**src/hdl/eida_pkg.sv**
```systemverilog
package eida_pkg;

  // Operation codes of a request
  localparam logic [2:0] OP_CREATE  = 3'd0;
  localparam logic [2:0] OP_DESTROY = 3'd1;
  localparam logic [2:0] OP_ADD     = 3'd2;
  localparam logic [2:0] OP_REMOVE  = 3'd3;
  localparam logic [2:0] OP_TEST    = 3'd4;

  // Status codes of a result
  localparam logic [2:0] ST_OK     = 3'd0;
  localparam logic [2:0] ST_RANGE  = 3'd1;
  localparam logic [2:0] ST_EMPTY  = 3'd2;
  localparam logic [2:0] ST_DUP    = 3'd3;
  localparam logic [2:0] ST_ABSENT = 3'd4;
  localparam logic [2:0] ST_FULL   = 3'd5;

  // Commands from the controller to the datapath
  typedef struct packed {
    logic clear;  // sweep one mask entry to zero
    logic load;   // capture a request and issue the memory reads
    logic exec;   // finish the request and write back
  } cmd_t;

  // Status from the datapath to the controller
  typedef struct packed {
    logic clear_done;  // the sweep is on its last entry
  } sts_t;

endpackage

```
**src/hdl/eida_ctrl.sv**
```systemverilog
module eida_ctrl
  import eida_pkg::*;
(
  input  logic clk_i,
  input  logic rst_ni,
  input  logic start,
  output logic busy,
  output logic done_o,
  output cmd_t cmd_o,
  input  sts_t sts_i
);

  typedef enum logic [1:0] {
    S_CLEAR,
    S_IDLE,
    S_EXEC
  } state_e;

  state_e state_q, state_d;
  logic   done_q, done_d;

  // Next state and result strobe
  always_comb begin
    state_d = state_q;
    done_d  = 1'b0;
    unique case (state_q)
      S_CLEAR: begin
        if (sts_i.clear_done) begin
          state_d = S_IDLE;
        end
      end
      S_IDLE: begin
        if (start) begin
          state_d = S_EXEC;
        end
      end
      S_EXEC: begin
        state_d = S_IDLE;
        done_d  = 1'b1;
      end
      default: begin
        state_d = S_IDLE;
      end
    endcase
  end

  // Hold state and the registered strobe
  always_ff @(posedge clk_i or negedge rst_ni) begin
    if (!rst_ni) begin
      state_q <= S_CLEAR;
      done_q  <= 1'b0;
    end else begin
      state_q <= state_d;
      done_q  <= done_d;
    end
  end

  // Decode commands for the datapath
  assign cmd_o.clear = (state_q == S_CLEAR);
  assign cmd_o.load  = (state_q == S_IDLE) && start;
  assign cmd_o.exec  = (state_q == S_EXEC);

  assign busy   = (state_q != S_IDLE);
  assign done_o = done_q;

endmodule

```
**config.mk**
```make
export PLATFORM = sky130hd
export DESIGN_NAME = eida_ctrl
export DESIGN_NICKNAME = d
export VERILOG_FILES = /design/src/hdl/eida_pkg.sv /design/src/hdl/eida_ctrl.sv
export SDC_FILE = /design/constraint.sdc
export NUM_CORES = 1
export LEC_CHECK = 0
export ABC_AREA = 1
export BUFFER_PORTS_ARGS = -buffer_cell sky130_fd_sc_hd__buf_2
export CORE_AREA = 2 2 39 41
export DETAILED_ROUTE_END_ITERATION = 12
export DIE_AREA = 0 0 41 43
export PLACE_DENSITY = 0.37
export SYNTH_ARGS = -nofsm -noshare
export SYNTH_HDL_FRONTEND = slang
export SYNTH_SLANG_ARGS = --single-unit
```
**constraint.sdc**
```tcl
create_clock -name clk_i -period 1.9 [get_ports clk_i]
set_input_delay 0.095 -clock clk_i [delete_from_list [all_inputs] [get_ports clk_i]]
set_output_delay 0.095 -clock clk_i [all_outputs]
set_load 0.03 [all_outputs]
```
==> results.yml <==
timing:
  finalSetupTns_ns: 0
  slew_headroom_pct: 89.6
  fin_ws_ns: 0.739
  worst_pin_slew_ns: 0.156
  fin_skew_ns: 0.00368
  fmax_ghz: 0.861
  setup_viol: 0
  rsz0062_at_grt: "false"
  timing.hold.ws_ns: 0.0751
  final_hold_viol_count: 0
  min_period_ns: 1.16
  finalMaxSlewViolations: 0
  fin_crit_sh_pct: 61.1
worst_setup_path:
  path_cells: "inv_1 > nand2_1 > nor2_1 > buf_2"
  cpMaxStageDelayCell: "dfrtp_1"
  worst_setup_path_start_kind: "flop"
  crit_family: "flip-flops"
  cp.arrival_ns: 1.07
  max_stage_delay_ns: 0.38
  cp_max_fo: 3
  path_class: "reg -> out"
  rr_startpoint: "state_q[0]$_DFFE_PN0P_"
  critPathCaptureType: "output port"
  startpoint: "state_q[1]$_DFFE_PN0P_"
  required_ns: 1.80
  path_buf_inv: 2
floorplan:
  pin_count: 9
  rows: 14
  die_w_um: 41
  core_area_um2: 1380
  die_h_um: 43
  initial_utilization_pct: 9.13
  fp.dieArea_um2: 1760
placed_design:
  place_ws_ns: 0.988
  portBuffers: 8
  place.gp.congestion: 0.575
drt:
  dr_total_vias: 124
  viasPerCell: 2.88
  route.detailed.drc: 0
  drt_iter0_drc: 5
  antenna_left: 0
  wirelength_um: 301
  dr.pass1.iters: 4
  wl_per_cell_um: 7.00
synthesis:
  postSynthAreaPerCell_um2: 8.42
  yosys_warnings: 0
  yosysMostFrequentCell: "nor2_1"
  synth_ff_type: "dfrtp_1"
  synth-edff-count: 0
  ys_async_sr_fraction_pct: 100
  synth.yosys.seq_area_share_pct: 59.4
  synth_nets: 19
  synthCells: 15
  yosysTopAreaCell: "dfrtp_1"
  synth_common_cells: "nor2_1, dfrtp_1, inv_1, nand2_1"
  synth_top_area_share_pct: 59.4
  synth.distinct_cells: 7
  ys_seq_elements: 3
  yosys-top-cells-area: "dfrtp_1, nor2_1, inv_1"
  syn_area_um2: 126
global_route:
  grt_busiest_layer: "met3"
  use_met3_pct: 7.85
  grt_max_degree: 6
  gr-total-overflow: 0
  grtUsageTotal_pct: 4.73
  antenna_found_initial: 0
  grt_pass1_vias: 104
  grt_pass1_wl_um: 427
  use_met2_pct: 2.50
  grt_use_met1_pct: 5.83
pwr:
  pwr_density_cell_nw_per_um2: 1840
  combPwrFrac_pct: 45.2
  p_switching_uw: 182
  ir_drop_mv: 0.747
  sequentialPowerShare_pct: 26.7
  p_clk_share_pct: 28.0
  internal_power_uw: 214
  swShare_pct: 46.0
  p_leak_uw: 0.000124
clocking:
  cts_max_level: 1
  clk_pin_slew_ns: 0.04
  cts_buffers: 3
  clk_latency_ns: 0.23
  clkSinkCount: 3
  clock-root-buffer: "clkbuf_4"
  cts_buffer_depth: 2
  cts_setup_buffers: 0
  cts_tree: "done"
status:
  status: "finished, final reports clean"
flow_run:
  drv_cap: 0
cells_and_area:
  diodes: 0
  syn2layout_area_growth_pct: 70.3
  nets: 32
  drive_above_1_share_pct: 40.7
  fin_util_pct: 15.6
  fillers: 155
worst_hold_path:
  hp-start: "sts_i"
  hp-class: "in -> reg"
==> stage by stage <==
step                      std cells  power, uW  area [um^2]
after detailed placement         38        284          179
after global placement           38        287          179
after CTS                        43        405          215
after floorplan                  15        240          126
final                            43        395          215
after global routing             43        426          215
==> registers in the layout, indices dropped and copies added, names as in the netlist <==
register / cells
done_o: 1
state_q: 2
==> power by group through the flow <==
stage	registers [uW]	clock network, uW	logic (uW)
after floorplan	114	0	126
after global placement	107	0	180
after detailed placement	106	0	178
after CTS	105	119	181
after global routing	109	126	191
final	106	111	179
==> cell type report <==
cell class	instances	area [um^2]	area share, %
repair buffers	9	50.0	23.3
well taps	16	20.0	9.30
clock buffers	4	26.3	12.2
multi-input cells	8	32.5	15.1
flip-flops and latches	3	75.1	34.9
inverters	3	11.3	5.23
==> cells in the final DEF, fill, tap and decap left out <==
cell           instances
nand3_1                1
clkbuf_4               3
nor2_1                 4
dfrtp_1                3
buf_2                  8
a21oi_1                1
clkbuf_1               1
inv_1                  3
dlygate4sd3_1          1
nand2_1                2
==> routing by layer <==
layer | routed length, um | vias up
li1 | - | 68
met1 | 180 | 47
met4 | 0 | 0
met5 | 0 | -
met3 | 53 | 0
met2 | 67 | 9
==> tightest hold or removal path, cell delays in order <==
cell	delay (ns)
buf_2	0.08
a21oi_1	0.05
nand2_1	0.05
==> path summary, 6_finish.rpt <==
kind | end | slack (ns) | depth (start not counted)
worst min register to register | state_q[0]$_DFFE_PN0P_ | 0.49 | 2
worst max register to register | state_q[0]$_DFFE_PN0P_ | 1.16 | 3
max in group asynchronous | done_o$_DFF_PN0_ | 1.59 | 2
min in group asynchronous | state_q[0]$_DFFE_PN0P_ | 0.19 | 2
worst max-delay path | cmd_o[1] | 0.74 | 4
worst min-delay path | state_q[0]$_DFFE_PN0P_ | 0.08 | 3
==> timing repair <==
| action | 4_1_cts | 5_1_grt |
|---|---|---|
| gates resized for setup | 0 | 0 |
| hold buffers | 1 | 0 |
| endpoints found under the hold margin | 3 | 0 |
| endpoints found under the setup margin | 0 | 0 |
==> kinds of logic after synthesis <==
family,share of synthesized area [%]
simple gates,21.8
flops,59.4
compound gates,3.96
buf+inv,14.9
Power figures use the tool's default switching activity.
